$ cat config.mk
export PLATFORM = sky130hd
export DESIGN_NAME = ece_front
export DESIGN_NICKNAME = d
export VERILOG_FILES = /design/src/rtl/core/ece_pkg.sv /design/src/rtl/core/ece_front.sv
export SDC_FILE = /design/constraint.sdc
export NUM_CORES = 2
export LEC_CHECK = 0
export BUFFER_PORTS_ARGS = -buffer_cell sky130_fd_sc_hd__buf_4
export CAP_MARGIN = 40
export CORE_ASPECT_RATIO = 0.5
export CORE_UTILIZATION = 35
export CTS_CLUSTER_SIZE = 14
export DETAILED_ROUTE_END_ITERATION = 7
export GPL_ROUTABILITY_DRIVEN = 0
export PLACE_DENSITY = 0.5
export SETUP_SLACK_MARGIN = 0.5
export SYNTH_ARGS = -nofsm -noshare
export SYNTH_HDL_FRONTEND = slang
export SYNTH_SLANG_ARGS = --single-unit
$ cat constraint.sdc
create_clock -name clock -period 42.9 [get_ports clock]
set_clock_uncertainty 0.1 [all_clocks]
set_input_delay 4.29 -clock clock [delete_from_list [all_inputs] [get_ports clock]]
set_output_delay 4.29 -clock clock [all_outputs]
set_load 0.02 [all_outputs]
$ cat src/rtl/core/ece_pkg.sv
// Shared constants, codes and item types for the easing curve evaluator.
package ece_pkg;

   localparam int TIME_BITS  = 16;
   localparam int VALUE_BITS = 16;

   // Q16 fixed point
   localparam int Q_FRAC = 16;
   localparam int Q_ONE  = 1 << Q_FRAC;
   localparam int Q_HALF = 1 << (Q_FRAC - 1);

   localparam int P_W       = Q_FRAC + 1;   // progress 0 .. Q_ONE
   localparam int DIV_STEPS = P_W;          // one quotient bit per divider stage
   localparam int OVS_W     = 18;           // overshoot register width
   localparam int OUT_W     = VALUE_BITS + 2;

   localparam int QUEUE_DEPTH = 4;
   localparam int QPTR_W      = $clog2(QUEUE_DEPTH);
   localparam int QCNT_W      = $clog2(QUEUE_DEPTH + 1);

   localparam int CSR_ADDR_W = 3;
   localparam logic CSR_IDX_OVERSHOOT = 1'b0;   // word index bit paddr[2]
   localparam logic [OVS_W-1:0] OVERSHOOT_RESET = OVS_W'(85197);

   // curve selection
   localparam logic [3:0] MODE_LINEAR        = 4'd0;
   localparam logic [3:0] MODE_QUAD_IN       = 4'd1;
   localparam logic [3:0] MODE_QUAD_OUT      = 4'd2;
   localparam logic [3:0] MODE_QUAD_INOUT    = 4'd3;
   localparam logic [3:0] MODE_CUBIC_IN      = 4'd4;
   localparam logic [3:0] MODE_CUBIC_OUT     = 4'd5;
   localparam logic [3:0] MODE_CUBIC_INOUT   = 4'd6;
   localparam logic [3:0] MODE_QUARTIC_IN    = 4'd7;
   localparam logic [3:0] MODE_QUARTIC_OUT   = 4'd8;
   localparam logic [3:0] MODE_QUARTIC_INOUT = 4'd9;
   localparam logic [3:0] MODE_BACK_OUT      = 4'd10;

   localparam logic [1:0] KIND_IN    = 2'd0;
   localparam logic [1:0] KIND_OUT   = 2'd1;
   localparam logic [1:0] KIND_INOUT = 2'd2;
   localparam logic [1:0] KIND_BACK  = 2'd3;

   localparam logic [1:0] POW_1 = 2'd0;
   localparam logic [1:0] POW_2 = 2'd1;
   localparam logic [1:0] POW_3 = 2'd2;
   localparam logic [1:0] POW_4 = 2'd3;

   localparam logic [1:0] STATUS_OK    = 2'd0;
   localparam logic [1:0] STATUS_CLAMP = 2'd1;
   localparam logic [1:0] STATUS_ZERO  = 2'd2;

   typedef struct packed {
      logic [P_W-1:0]               progress;
      logic [1:0]                   kind;
      logic [1:0]                   power;
      logic signed [VALUE_BITS-1:0] start_value;
      logic signed [VALUE_BITS-1:0] change;
      logic [1:0]                   status;
   } ece_item_type;

   typedef struct packed {
      logic full;
      logic empty;
   } ece_qstat_type;

endpackage

$ cat src/rtl/core/ece_front.sv
// Front end: request capture, clamp, curve classification and the progress divider.
module ece_front (
   input  logic                                  clock,
   input  logic                                  reset,
   input  logic                                  start,
   output logic                                  busy,
   input  logic [3:0]                            mode,
   input  logic [ece_pkg::TIME_BITS-1:0]         elapsed,
   input  logic [ece_pkg::TIME_BITS-1:0]         duration,
   input  logic signed [ece_pkg::VALUE_BITS-1:0] start_value,
   input  logic signed [ece_pkg::VALUE_BITS-1:0] change,
   input  ece_pkg::ece_qstat_type                qstat,
   output logic                                  push,
   output ece_pkg::ece_item_type                 push_item
);
   import ece_pkg::*;

   logic advance;

   logic                 cap_vld_ff, cap_vld_in;
   logic [TIME_BITS-1:0] cap_t_ff, cap_t_in;
   logic [TIME_BITS-1:0] cap_d_ff;
   ece_item_type         cap_item_ff, cap_item_in;

   logic                 div_vld_ff  [DIV_STEPS];
   logic [TIME_BITS-1:0] div_rem_ff  [DIV_STEPS];
   logic [P_W-1:0]       div_quo_ff  [DIV_STEPS];
   logic [TIME_BITS-1:0] div_den_ff  [DIV_STEPS];
   ece_item_type         div_item_ff [DIV_STEPS];

   logic                 div_vld_in  [DIV_STEPS];
   logic [TIME_BITS-1:0] div_rem_in  [DIV_STEPS];
   logic [P_W-1:0]       div_quo_in  [DIV_STEPS];
   logic [TIME_BITS-1:0] div_den_in  [DIV_STEPS];
   ece_item_type         div_item_in [DIV_STEPS];

   assign advance = !qstat.full;
   assign busy    = !advance;

   // clamp and classify
   always_comb begin
      cap_vld_in  = start;
      cap_t_in    = (elapsed > duration) ? duration : elapsed;
      cap_item_in = '0;
      cap_item_in.start_value = start_value;
      cap_item_in.change      = change;
      priority if (duration == '0) begin
         cap_item_in.status = STATUS_ZERO;
      end else if (elapsed > duration) begin
         cap_item_in.status = STATUS_CLAMP;
      end else begin
         cap_item_in.status = STATUS_OK;
      end
      unique case (mode)
         MODE_QUAD_IN:       begin cap_item_in.kind = KIND_IN;    cap_item_in.power = POW_2; end
         MODE_QUAD_OUT:      begin cap_item_in.kind = KIND_OUT;   cap_item_in.power = POW_2; end
         MODE_QUAD_INOUT:    begin cap_item_in.kind = KIND_INOUT; cap_item_in.power = POW_2; end
         MODE_CUBIC_IN:      begin cap_item_in.kind = KIND_IN;    cap_item_in.power = POW_3; end
         MODE_CUBIC_OUT:     begin cap_item_in.kind = KIND_OUT;   cap_item_in.power = POW_3; end
         MODE_CUBIC_INOUT:   begin cap_item_in.kind = KIND_INOUT; cap_item_in.power = POW_3; end
         MODE_QUARTIC_IN:    begin cap_item_in.kind = KIND_IN;    cap_item_in.power = POW_4; end
         MODE_QUARTIC_OUT:   begin cap_item_in.kind = KIND_OUT;   cap_item_in.power = POW_4; end
         MODE_QUARTIC_INOUT: begin cap_item_in.kind = KIND_INOUT; cap_item_in.power = POW_4; end
         MODE_BACK_OUT:      begin cap_item_in.kind = KIND_BACK;  cap_item_in.power = POW_1; end
         // linear and undefined modes: p to the first power
         default:            begin cap_item_in.kind = KIND_IN;    cap_item_in.power = POW_1; end
      endcase
   end

   // restoring divider, one quotient bit per stage, MSB (weight Q_ONE) first
   always_comb begin
      logic [TIME_BITS-1:0] src_rem;
      logic [P_W-1:0]       src_quo;
      logic [TIME_BITS:0]   trial;
      logic                 qbit;
      for (int i = 0; i < DIV_STEPS; i++) begin
         if (i == 0) begin
            src_rem        = cap_t_ff;
            src_quo        = '0;
            div_vld_in[i]  = cap_vld_ff;
            div_den_in[i]  = cap_d_ff;
            div_item_in[i] = cap_item_ff;
            trial          = {1'b0, src_rem};
         end else begin
            src_rem        = div_rem_ff[i-1];
            src_quo        = div_quo_ff[i-1];
            div_vld_in[i]  = div_vld_ff[i-1];
            div_den_in[i]  = div_den_ff[i-1];
            div_item_in[i] = div_item_ff[i-1];
            trial          = {src_rem, 1'b0};
         end
         qbit          = (trial >= {1'b0, div_den_in[i]});
         div_rem_in[i] = qbit ? TIME_BITS'(trial - {1'b0, div_den_in[i]}) : TIME_BITS'(trial);
         div_quo_in[i] = {src_quo[P_W-2:0], qbit};
      end
   end

   always_ff @(posedge clock) begin
      if (reset) begin
         cap_vld_ff <= 1'b0;
         for (int i = 0; i < DIV_STEPS; i++) begin
            div_vld_ff[i] <= 1'b0;
         end
      end else if (advance) begin
         cap_vld_ff <= cap_vld_in;
         for (int i = 0; i < DIV_STEPS; i++) begin
            div_vld_ff[i] <= div_vld_in[i];
         end
      end
   end

   always_ff @(posedge clock) begin
      if (advance) begin
         cap_t_ff    <= cap_t_in;
         cap_d_ff    <= duration;
         cap_item_ff <= cap_item_in;
         for (int i = 0; i < DIV_STEPS; i++) begin
            div_rem_ff[i]  <= div_rem_in[i];
            div_quo_ff[i]  <= div_quo_in[i];
            div_den_ff[i]  <= div_den_in[i];
            div_item_ff[i] <= div_item_in[i];
         end
      end
   end

   always_comb begin
      push               = div_vld_ff[DIV_STEPS-1] && advance;
      push_item          = div_item_ff[DIV_STEPS-1];
      push_item.progress = div_quo_ff[DIV_STEPS-1];
   end

endmodule

==> impl_metrics.csv <==
group,metric,value,unit
status,status,"finished clean",
synth,synth_xor_area_share,2.50,%
layout,fillers,15200,
power_and_ir_drop,switching_share,30.2,%
setup_path,rr_startpoint,"div_rem_ff[0][13]",
synth,synth_top_family_by_area,"compound AO/OA/AOI/OAI gates",
power_and_ir_drop,clkPwrFrac,26.3,%
power_and_ir_drop,intPower,3.08,mW
clocking,ctsResizeCount,0,
route,dr_wl_met3,3.74,mm
layout,area_growth,13.3,%
synth,syn-instance-count,3879,
setup_path,start_kind,"input port",
global_routing,grt_pass1_vias,30600,
job,drv_cap,0,
power_and_ir_drop,vdd_drop_max,33.7,µV
sta,worst_pin_slew,961,ps
sta,rsz0062_at_grt,"false",
synth,synth_seq_area_share,70.9,%
die,dieArea,171000,µm²
clocking,post_cts_buffers,0,
route,num_vias,30000,
sta,slew_viol_final,0,
setup_path,path_cells,"buf_4, nor2b_1, buf_4",
route,ant_nets,0,
setup_path,worst-path-buf-inv,2,
setup_path,slowest_stage,"buf_4",
route,firstDrtPassIters,5,
synth,synth_top_cell_by_area,"edfxtp_1",
placement,dp_hpwl,63.3,mm
setup_path,crit_path_end_kind,"output pin",
layout,final_area,67100,µm²
synth,ys_types,78,
synth,ys_ff_latch,1399,
setup_path,cp_top_family,"buffers and inverters",
clocking,clkTransAtPathRegs,60,ps
setup_path,critPathMaxStageDelay,150,ps
layout,final_cells,6447,
global_routing,grt_max_degree,193,
setup_path,arrival,4700,ps
synth,synth_compound_area_share,6.81,%
synth,syn_avg_cell_area,15.3,µm²
setup_path,path_class,"input port to output pin",
die,die_x,584,µm
clocking,cts_tree,"done",
power_and_ir_drop,p_leak,25.2,nW
layout,final_cell_mix,"1398 x edfxtp_1, 348 x inv_1, 291 x ha_1",
power_and_ir_drop,pwr-share-comb,30.5,%
power_and_ir_drop,p_sw,1.33,mW
placement,dp_cells,6213,
synth,synth_edf_count,1398,
clocking,cts_buffer_depth,4,
layout,drive_gt1_share,10.2,%
sta,relSlewSlack,34.3,%
clocking,holdBufCountCts,0,
route,top_layer,"met4",
die,rows,106,
route,drt-initial-drc-count,1874,
sta,fmax,0.110,GHz
die,die_h,293,µm
layout,seq_area,42000,µm²
sta,period_needed,9090,ps
synth,synth_nets,4259,
hold_path,hold_start,"div_item_ff[0][140]",
global_routing,antenna_found_initial,1,
setup_path,critPathMaxFanout,6,
route,route.met2.wl,45.7,mm
global_routing,grt_usage,10.9,%
global_routing,gr-total-overflow,0,
setup_path,cp-startpoint,"qstat[1]",
synth,async_flop_share,0,%
synth,yosys.area_share.simple,6.23,%
sta,hold_viol_final,0,
setup_path,critPathRequiredTime,38510,ps
synth,synth_flop_cell,"edfxtp_1",
synth,synth_top_area_share,70.8,%
power_and_ir_drop,seqPwrFrac,43.2,%
die,start_util,35.3,%
clocking,clock-sinks,1399,
die,coreArea,168000,µm²
sta,worst_slack,33810,ps
power_and_ir_drop,p_total,4.41,mW
sta,setup_viol,0,
placement,portBuffers,128,
route,avgViaCountPerCell,4.66,
setup_path,cp_common_cell,"buf_4",
synth,ys_top_cells_by_area,"edfxtp_1 71%, ha_1 6.1%, mux2_1 2.4%",
clocking,htreeDepth,4,
synth,synthMuxAreaShare,3.60,%
placement,place_area,62900,µm²
sta,final.setup.tns,0,ps
die,boundaryPins,130,
layout,n_antenna_cell,0,
clocking,clockRootBuffer,"clkbuf_16",
layout,multi_input_area,15300,µm²
clocking,cts_buffers,144,
route,wl_per_cell,14.7,µm
power_and_ir_drop,p_per_area,65.6,nW/µm²
layout,nNetsFinal,4472,
sta,period_share,21.2,%
route,drcViolationCount,0,
route,wl,94.8,mm
synth,ys_warn_count,0,
clocking,insertion_delay,770,ps
hold_path,hold_class,"flop to flop",
synth,synth_adder_area_share,6.68,%
layout,layout_commonest_cell,"edfxtp_1",
global_routing,grt_pass1_wl,153,mm
placement,pre_cts_slack,33810,ps
route,drt-met1-wl,41.9,mm
synth,netlist_area,59300,µm²
[Yosys cell counts, drive strengths merged (8+ instances only)]
library cell	instances
or2	26
a21boi	8
a41o	10
o211ai	23
ha	291
clkbuf	18
xnor2	119
o31ai	23
o41ai	11
a21oi	156
a211oi	25
nand4	34
fa	16
o21a	45
nand2b	28
nor2b	60
o21bai	14
o31a	9
a21o	51
nor3	72
inv	362
mux2i	24
nand3	54
or3	28
nand2	200
and2	36
buf	73
nor4	17
a211o	9
edfxtp	1398
mux2	164
xor2	50
a31oi	26
or4	9
and3	8
nor2	156
o21ai	136
o311ai	13
[cell families after synthesis]
kind of cell | after synthesis
xor gates and xnor gates | 169
DFF | 1399
and+or+nand+nor | 750
AOI/OAI and AO/OA | 613
muxes | 188
adders and majority gates | 307
buffers and inverters | 453
[layer usage]
metal  global-route usage, %  vias up
li1                        -    14900
met2                    18.8      512
met3                    2.43      240
met4                    4.63        0
met1                    13.0    14400
met5                       0        -
[cell type report]
class	instances	share of cell area, %
inverters	362	2.04
repair buffers	158	2.01
clock inverters	60	0.746
flip-flops and latches	1399	62.6
multi-input cells	2027	22.8
well taps	2268	4.23
clock buffers	173	5.56
[flip-flops by register name (all words and copies together) (netlist names)]
signal / count
cap_item_ff: 38
div_den_ff: 256
cap_vld_ff: 1
div_quo_ff: 153
div_rem_ff: 256
cap_t_ff: 16
div_vld_ff: 17
cap_d_ff: 16
div_item_ff: 646
[per-stage QoR]
step                hold slack [ps]  utilization [%]
detailed placement              305             37.5
global placement                300             37.4
global route                    310             40.0
floorplan                       300                -
CTS                             304             40.0
finish                          301             40.0
[worst paths after layout]
kind / endpoint / slack [ps] / cells after the start
setup reg to reg: div_rem_ff[0][20] / 39000 / 9
hold reg to reg: div_item_ff[0][195] / 300 / 0
hold / removal: div_item_ff[0][195] / 300 / 0
setup / recovery: push / 33810 / 3
[power groups by stage]
stage	logic (mW)	clock network (mW)	registers (mW)
2_1_floorplan	1.06	0	1.96
3_3_place_gp	1.28	0	1.93
3_5_place_dp	1.33	0	1.93
4_1_cts	1.34	1.21	1.90
5_1_grt	1.49	1.26	1.92
6_report	1.34	1.16	1.90
[worst reg2reg max path, stage by stage, from the launching register on]
cell and delay (ps):
edfxtp_1 410, ha_1 360, a21oi_1 370, nor2b_1 90, or4_1 520, or3_1 320, a31oi_1 340, or2_1 520
inv_2 240, mux2_1 370
Note: power is estimated with default switching activity, not from simulation.
