--- config.mk ---
export PLATFORM = sky130hd
export DESIGN_NAME = ece_queue
export DESIGN_NICKNAME = d
export VERILOG_FILES = /design/src/rtl/core/ece_pkg.sv /design/src/rtl/core/ece_queue.sv
export SDC_FILE = /design/constraint.sdc
export NUM_CORES = 1
export LEC_CHECK = 0
export ABC_AREA = 1
export BUFFER_PORTS_ARGS = -buffer_cell sky130_fd_sc_hd__buf_2
export CORE_MARGIN = 1
export CORE_UTILIZATION = 51
export CTS_CLUSTER_SIZE = 20
export DETAILED_ROUTE_END_ITERATION = 8
export GPL_ROUTABILITY_DRIVEN = 0
export GPL_TIMING_DRIVEN = 0
export PLACE_DENSITY = 0.75
export SYNTH_ARGS = -nofsm -noshare
export SYNTH_HDL_FRONTEND = slang
export SYNTH_SLANG_ARGS = --single-unit
--- constraint.sdc ---
create_clock -name clock -period 3.9 [get_ports clock]
set_clock_uncertainty 0.05 [all_clocks]
set_input_delay 0.78 -clock clock [delete_from_list [all_inputs] [get_ports clock]]
set_output_delay 0.78 -clock clock [all_outputs]
set_load 0.01 [all_outputs]
--- src/rtl/core/ece_pkg.sv ---
// Shared constants, codes and item types for the easing curve evaluator.
package ece_pkg;

   localparam int TIME_BITS  = 16;
   localparam int VALUE_BITS = 16;

   // Q16 fixed point
   localparam int Q_FRAC = 16;
   localparam int Q_ONE  = 1 << Q_FRAC;
   localparam int Q_HALF = 1 << (Q_FRAC - 1);

   localparam int P_W       = Q_FRAC + 1;   // progress 0 .. Q_ONE
   localparam int DIV_STEPS = P_W;          // one quotient bit per divider stage
   localparam int OVS_W     = 18;           // overshoot register width
   localparam int OUT_W     = VALUE_BITS + 2;

   localparam int QUEUE_DEPTH = 4;
   localparam int QPTR_W      = $clog2(QUEUE_DEPTH);
   localparam int QCNT_W      = $clog2(QUEUE_DEPTH + 1);

   localparam int CSR_ADDR_W = 3;
   localparam logic CSR_IDX_OVERSHOOT = 1'b0;   // word index bit paddr[2]
   localparam logic [OVS_W-1:0] OVERSHOOT_RESET = OVS_W'(85197);

   // curve selection
   localparam logic [3:0] MODE_LINEAR        = 4'd0;
   localparam logic [3:0] MODE_QUAD_IN       = 4'd1;
   localparam logic [3:0] MODE_QUAD_OUT      = 4'd2;
   localparam logic [3:0] MODE_QUAD_INOUT    = 4'd3;
   localparam logic [3:0] MODE_CUBIC_IN      = 4'd4;
   localparam logic [3:0] MODE_CUBIC_OUT     = 4'd5;
   localparam logic [3:0] MODE_CUBIC_INOUT   = 4'd6;
   localparam logic [3:0] MODE_QUARTIC_IN    = 4'd7;
   localparam logic [3:0] MODE_QUARTIC_OUT   = 4'd8;
   localparam logic [3:0] MODE_QUARTIC_INOUT = 4'd9;
   localparam logic [3:0] MODE_BACK_OUT      = 4'd10;

   localparam logic [1:0] KIND_IN    = 2'd0;
   localparam logic [1:0] KIND_OUT   = 2'd1;
   localparam logic [1:0] KIND_INOUT = 2'd2;
   localparam logic [1:0] KIND_BACK  = 2'd3;

   localparam logic [1:0] POW_1 = 2'd0;
   localparam logic [1:0] POW_2 = 2'd1;
   localparam logic [1:0] POW_3 = 2'd2;
   localparam logic [1:0] POW_4 = 2'd3;

   localparam logic [1:0] STATUS_OK    = 2'd0;
   localparam logic [1:0] STATUS_CLAMP = 2'd1;
   localparam logic [1:0] STATUS_ZERO  = 2'd2;

   typedef struct packed {
      logic [P_W-1:0]               progress;
      logic [1:0]                   kind;
      logic [1:0]                   power;
      logic signed [VALUE_BITS-1:0] start_value;
      logic signed [VALUE_BITS-1:0] change;
      logic [1:0]                   status;
   } ece_item_type;

   typedef struct packed {
      logic full;
      logic empty;
   } ece_qstat_type;

endpackage

--- src/rtl/core/ece_queue.sv ---
// Short queue that decouples the front end from the curve back end.
module ece_queue (
   input  logic                   clock,
   input  logic                   reset,
   input  logic                   push,
   input  ece_pkg::ece_item_type  push_item,
   input  logic                   pop,
   output ece_pkg::ece_item_type  head_item,
   output ece_pkg::ece_qstat_type qstat
);
   import ece_pkg::*;

   ece_item_type      entry_ff [QUEUE_DEPTH];
   logic [QPTR_W-1:0] wr_ptr_ff, wr_ptr_in;
   logic [QPTR_W-1:0] rd_ptr_ff, rd_ptr_in;
   logic [QCNT_W-1:0] count_ff, count_in;
   logic              do_push, do_pop;

   assign qstat.full  = (count_ff == QCNT_W'(QUEUE_DEPTH));
   assign qstat.empty = (count_ff == '0);
   assign do_push     = push && !qstat.full;
   assign do_pop      = pop && !qstat.empty;
   assign head_item   = entry_ff[rd_ptr_ff];

   always_comb begin
      wr_ptr_in = do_push ? QPTR_W'(wr_ptr_ff + 1'b1) : wr_ptr_ff;
      rd_ptr_in = do_pop  ? QPTR_W'(rd_ptr_ff + 1'b1) : rd_ptr_ff;
      count_in  = count_ff;
      unique case ({do_push, do_pop})
         2'b10:   count_in = QCNT_W'(count_ff + 1'b1);
         2'b01:   count_in = QCNT_W'(count_ff - 1'b1);
         default: count_in = count_ff;
      endcase
   end

   always_ff @(posedge clock) begin
      if (reset) begin
         wr_ptr_ff <= '0;
         rd_ptr_ff <= '0;
         count_ff  <= '0;
      end else begin
         wr_ptr_ff <= wr_ptr_in;
         rd_ptr_ff <= rd_ptr_in;
         count_ff  <= count_in;
      end
   end

   always_ff @(posedge clock) begin
      if (do_push) begin
         entry_ff[wr_ptr_ff] <= push_item;
      end
   end

endmodule

==> flow_summary.toml, run 1 <==
[outcome]
status = "finished clean"

[synthesis]
yosys.area.top_type = "edfxtp_1"
syn_avg_cell_area_um2 = 14.3
yosysUniqueCellTypes = 17
synth_most_common_cell = "edfxtp_1"
ys_seq_elements = 229
synth_area_leaders = "edfxtp_1 76%, nor2_1 5.2%, o22ai_1 4.0%"
synth_top_cell_area_share_pct = 76.5
synth.cell_area_mm2 = 0.00864
netlist_instances = 602
synth_edf_count = 220
yosys_warnings = 0
ys_seq_area_share_pct = 78.6
synth_ff_type = "edfxtp_1"
async_flop_share_pct = 0
syn_nets = 667
yosys-top-cells-count = "220 x edfxtp_1, 120 x nor2_1, 67 x o21ai_0"

[cts]
postCtsResizedCells = 0
cts_buffers = 23
cts_root_buf = "clkbuf_16"
htreeDepth = 1
cts_buffer_depth = 3
cts_setup_buffers = 0
clkTransAtPathRegs_ps = 60
hold_buffers = 0
clkLatencyLatePin_ps = 500
cts_tree = "built"
cts_sinks = 229

[placed_design]
dpl_cell_area_mm2 = 0.00964
dp_cells = 943
port_buffers = 115
place_ws_ps = 1180
dp_hpwl_um = 11600

[critical_path]
path_cells = "inv_1 > clkbuf_1 > o21ai_1 > o22ai_1 > buf_2"
worstPathRequired_ps = 3070
critPathTopFamily = "buffers and inverters"
arrival_ps = 2080
cp_slowest_cell = "clkbuf_1"
slowest_delay_ps = 440
end_kind = "output pin"
crit_fanout = 10
rr_startpoint = "count_ff[1]"
cp-start-kind = "register"
path_buf_inv = 3
worstSetupPathType = "register to output pin"

[final_layout]
layout-drive-gt1-share_pct = 23.5
antennaDiodeCount = 0
area_growth_pct = 20.0
final_nets = 813
fin_cells = 981
design_area_mm2 = 0.0104

[die]
initial_core_util_pct = 52.1
rows = 47
dieArea_mm2 = 0.0175
pin_count = 116
die_x_um = 132
die-height_um = 132
core_area_mm2 = 0.0166

[global_route]
grt_max_degree = 30
grt_pass1_vias = 5720
grt_pass1_wl_um = 28700
grt.overflow.total = 0
track_usage_pct = 21.3
antenna_found_initial = 0

[routing]
drc = 0
detail-route-antenna-nets = 0
first_iter_violations = 450
vias = 5501
wire_per_inst_um = 19.2
wirelength_um = 18900
via_per_inst = 5.61
first_pass_iters = 5

[run]
max_cap_viol_count = 0

[pwr]
irDropWorstVdd_mv = 0.480
clkPwrFrac_pct = 31.4
switching_share_pct = 29.4
p_sw_mw = 1.99
p_leak_nw = 3.70
cellPowerDensity_mw_per_mm2 = 653
seqPwrFrac_pct = 44.0
p_comb_share_pct = 24.6
internal_power_mw = 4.78

[timing]
drv_slew = 0
period_share_pct = 74.5
tightest_slew_ps = 943
tns_ps = 0
max_freq_mhz = 344
hold_viol_final = 0
rsz0062_at_grt = "false"
whs_ps = 440
setup_slack_ps = 994
setup_viol = 0
finalCriticalPeriod_ps = 2910
maxSlewHeadroom_pct = 37.0

[worst_hold_path]
hold_class = "primary input to register"
worstHoldStart = "push_item[10]"
==> cells by family after synthesis <==
logic type               count (synthesis)  share of synthesized area [%]
AND/OR/NAND/NOR                        140                           6.16
adder cells (fa/ha/maj)                  6                          0.956
flip-flops                             229                           78.6
buffers and inverters                   55                           3.54
AO/OA/AOI/OAI                          172                           10.8
==> cell type report <==
cell class                      count  area (µm²)
Multi-Input combinational cell    318        1570
Clock buffer                       25         583
Inverter                           20        75.1
Fill cell                        1225        6220
Sequential cell                   229        6790
Clock inverter                     13         145
Buffer                             35         230
Tap cell                          220         275
Timing Repair Buffer              121         696
==> power by group through the flow <==
stage / clock, mW / combinational, mW / sequential [mW]
5_1_grt: 2.24 / 1.80 / 2.99
3_5_place_dp: 0 / 1.66 / 3.03
6_report: 2.12 / 1.66 / 2.98
2_1_floorplan: 0 / 0.967 / 3.03
3_3_place_gp: 0 / 1.56 / 3.05
4_1_cts: 2.15 / 1.67 / 2.98
==> per-stage QoR <==
step / power [mW] / util [%]
after global routing: 7.03 / 62.5
final: 6.77 / 62.5
after floorplan: 4.00 / -
after CTS: 6.80 / 62.5
after global placement: 4.61 / 57.2
after detailed placement: 4.69 / 58.1
==> state kept, by name, indices dropped and copies added (netlist names), named ones only <==
| name | cells |
|---|---|
| count_ff | 3 |
| entry_ff | 220 |
| rd_ptr_ff | 2 |
| wr_ptr_ff | 2 |
==> metal layers <==
| metal | part of all wire (%) | wire [µm] | global-route usage [%] | up-vias |
|---|---|---|---|---|
| met4 | 2.2 | 421 | 8.33 | 0 |
| met5 | 0 | 0 | 0 | - |
| met3 | 6.9 | 1310 | 3.92 | 33 |
| met1 | 40 | 7470 | 27.0 | 2711 |
| met2 | 51 | 9650 | 36.7 | 225 |
| li1 | - | - | - | 2532 |
==> worst reg2reg max path: cells and delay by family, from the launching register on <==
family	cells	cell delay, ps
and+or+nand+nor	4	1290
DFF	1	350
buffers and inverters	1	300
==> placed cells by master (no fill, tap or decap), types with 15 or more instances in the layout <==
cell type,n
o21ai_0,67
inv_1,18
o21ai_1,45
buf_2,119
o22ai_1,55
nor2_1,116
clkbuf_1,20
nand2_1,15
edfxtp_1,220
clkbuf_16,23
==> final timing paths <==
kind / to / cells past startpoint / slack (ps)
worst min register to register: wr_ptr_ff[1] / 2 / 460
worst max-delay path: head_item[41] / 5 / 990
worst max register to register: entry_ff[3][20] / 5 / 1560
worst min-delay path: entry_ff[3][10] / 1 / 440
No activity file was read; power rests on OpenSTA's default activity.
==> run 2, diff against run 1 <==
==> constraint.sdc (replaced) <==
create_clock -name clock -period 2.5 [get_ports clock]
set_clock_uncertainty 0.05 [all_clocks]
set_input_delay 0.5 -clock clock [delete_from_list [all_inputs] [get_ports clock]]
set_output_delay 0.5 -clock clock [all_outputs]
set_load 0.01 [all_outputs]
==> run 2 against run 1 <==
Sequential power rose by 56%. Critical path type unchanged. First-iteration DRC count fell by 0.22%. Cell count rose by 0.20%. Total power rose by 52%. Flip-flop and latch count did not move. Final area fell by 0.18%. Combinational power rose by 58%. Sequential share of layout area rose by 0.13 points.
==> flow_summary.toml, run 2 (same netlist as run 1, synthesis figures left out) <==
[worst_hold_path]
hold_class = "primary input to register"

[cts]
cts_tree = "built"
cts_setup_buffers = 0
htreeDepth = 1
cts_buffer_depth = 3
clkLatencyLatePin_ps = 490
cts_root_buf = "clkbuf_16"
cts_sinks = 229
cts_buffers = 23
clkTransAtPathRegs_ps = 60

[final_layout]
largest_reg_flops = 220
area_growth_pct = 19.8
largestRegisters = "entry_ff x220, count_ff x3"
fin_cells = 983
antennaDiodeCount = 0
layout_common_cells = "220 x edfxtp_1, 120 x buf_2, 116 x nor2_1"
max_flop_register = "entry_ff"
final_nets = 814
fin_util_pct = 62.4
final_common_cell = "edfxtp_1"
layout-drive-gt1-share_pct = 26.0

[global_route]
grt.busiest_layer = "met2"
use_met2_pct = 37.6
antenna_found_initial = 1
track_usage_pct = 21.6
use_met3_pct = 4.61
grt_max_degree = 30
grt.overflow.total = 0
grtUsageMet1_pct = 27.1
grt_pass1_wl_um = 28800
grt_pass1_vias = 5513

[routing]
first_iter_violations = 449
drc = 0
via_per_inst = 5.58
vias = 5488
detail-route-antenna-nets = 0
wire_per_inst_um = 19.4
wirelength_um = 19000
first_pass_iters = 5

[critical_path]
arrival_ps = 1870
path_buf_inv = 3
slowest_delay_ps = 380
critPathTopFamily = "buffers and inverters"
end_kind = "output pin"
path_cells = "buf_4 > clkbuf_2 > o21ai_0 > o22ai_1 > buf_2"
worstSetupPathType = "register to output pin"
cp_slowest_cell = "dfxtp_2"
worstPathRequired_ps = 1950
cp-start-kind = "register"
crit_fanout = 10

[die]
die-height_um = 132
die_x_um = 132
rows = 47
dieArea_mm2 = 0.0175
core_area_mm2 = 0.0166
initial_core_util_pct = 52.1
pin_count = 116

[timing]
finalCriticalPeriod_ps = 2420
setup_viol = 0
maxSlewHeadroom_pct = 36.0
hold_viol_final = 0
max_freq_mhz = 414
period_share_pct = 96.6
tightest_slew_ps = 957
whs_ps = 163
drv_slew = 0

[pwr]
cellPowerDensity_mw_per_mm2 = 994
irDropWorstVdd_mv = 0.649
p_leak_nw = 3.72

[placed_design]
dp_hpwl_um = 11800
dp_cells = 943
port_buffers = 115

[run]
max_cap_viol_count = 0

[outcome]
status = "finished clean"
==> run 2: changes by cell type in the layout (fill, tap and decap cells not counted), sizes merged <==
| cell | delta |
|---|---|
| buf | +1 |
| bufinv | -3 |
| clkbuf | +4 |
| clkinv | -2 |
| clkinvlp | +3 |
| inv | -1 |
==> run 2: worst reg2reg max path: cells and delay by family (launching register included) <==
family	cells	cell delay, ps
and+or+nand+nor	4	1190
DFF	1	360
buffers and inverters	1	310
==> run 2: layout make-up <==
cell class | instances | area, µm²
clock inverter | 9 | 51.3
inverter | 20 | 78.8
timing repair buffer | 121 | 696
fill | 1241 | 6240
clock buffer | 30 | 602
buffer | 35 | 262
sequential | 229 | 6790
timing repair inverter | 1 | 5.00
tap | 220 | 275
multi-input combinational | 318 | 1590
==> run 2: metal layers <==
| metal | vias up | part of all wire [%] |
|---|---|---|
| met3 | 32 | 6.7 |
| li1 | 2544 | - |
| met1 | 2717 | 41 |
| met5 | - | 0.058 |
| met4 | 2 | 1.9 |
| met2 | 193 | 51 |
==> run 2: report_power, final <==
part	switching (mW)	internal, mW	total (mW)
Sequential	0.0909	4.56	4.65
Clock	1.32	1.69	3.01
Combinational	1.69	0.937	2.63
==> run 2: final timing paths <==
path            startpoint         endpoint  slack [ps]  depth (start not counted)
max               register    head_item[26]          80                          5
min          push_item[41]  entry_ff[3][41]         160                          1
max reg2reg    count_ff[1]  entry_ff[2][16]         260                          5
min reg2reg   rd_ptr_ff[1]         register         430                          2
==> run 2: stage by stage <==
stage / power, mW / area [µm²] / setup TNS, ps / worst slack (ps)
floorplan: 6.23 / 8650 / -21670 / -98.5
global placement: 7.18 / 9500 / -279430 / -1310
detailed placement: 7.31 / 9640 / 0 / 64.9
CTS: 10.3 / 10300 / 0 / 25.7
global route: 10.7 / 10300 / -2.96 / -2.96
finish: 10.3 / 10300 / 0 / 84.5
==> run 2: timing repair <==
item	CTS	global route
resized for setup	18	13
hold buffers	0	0
endpoints found under the setup margin	51	47
gates cloned	0	1
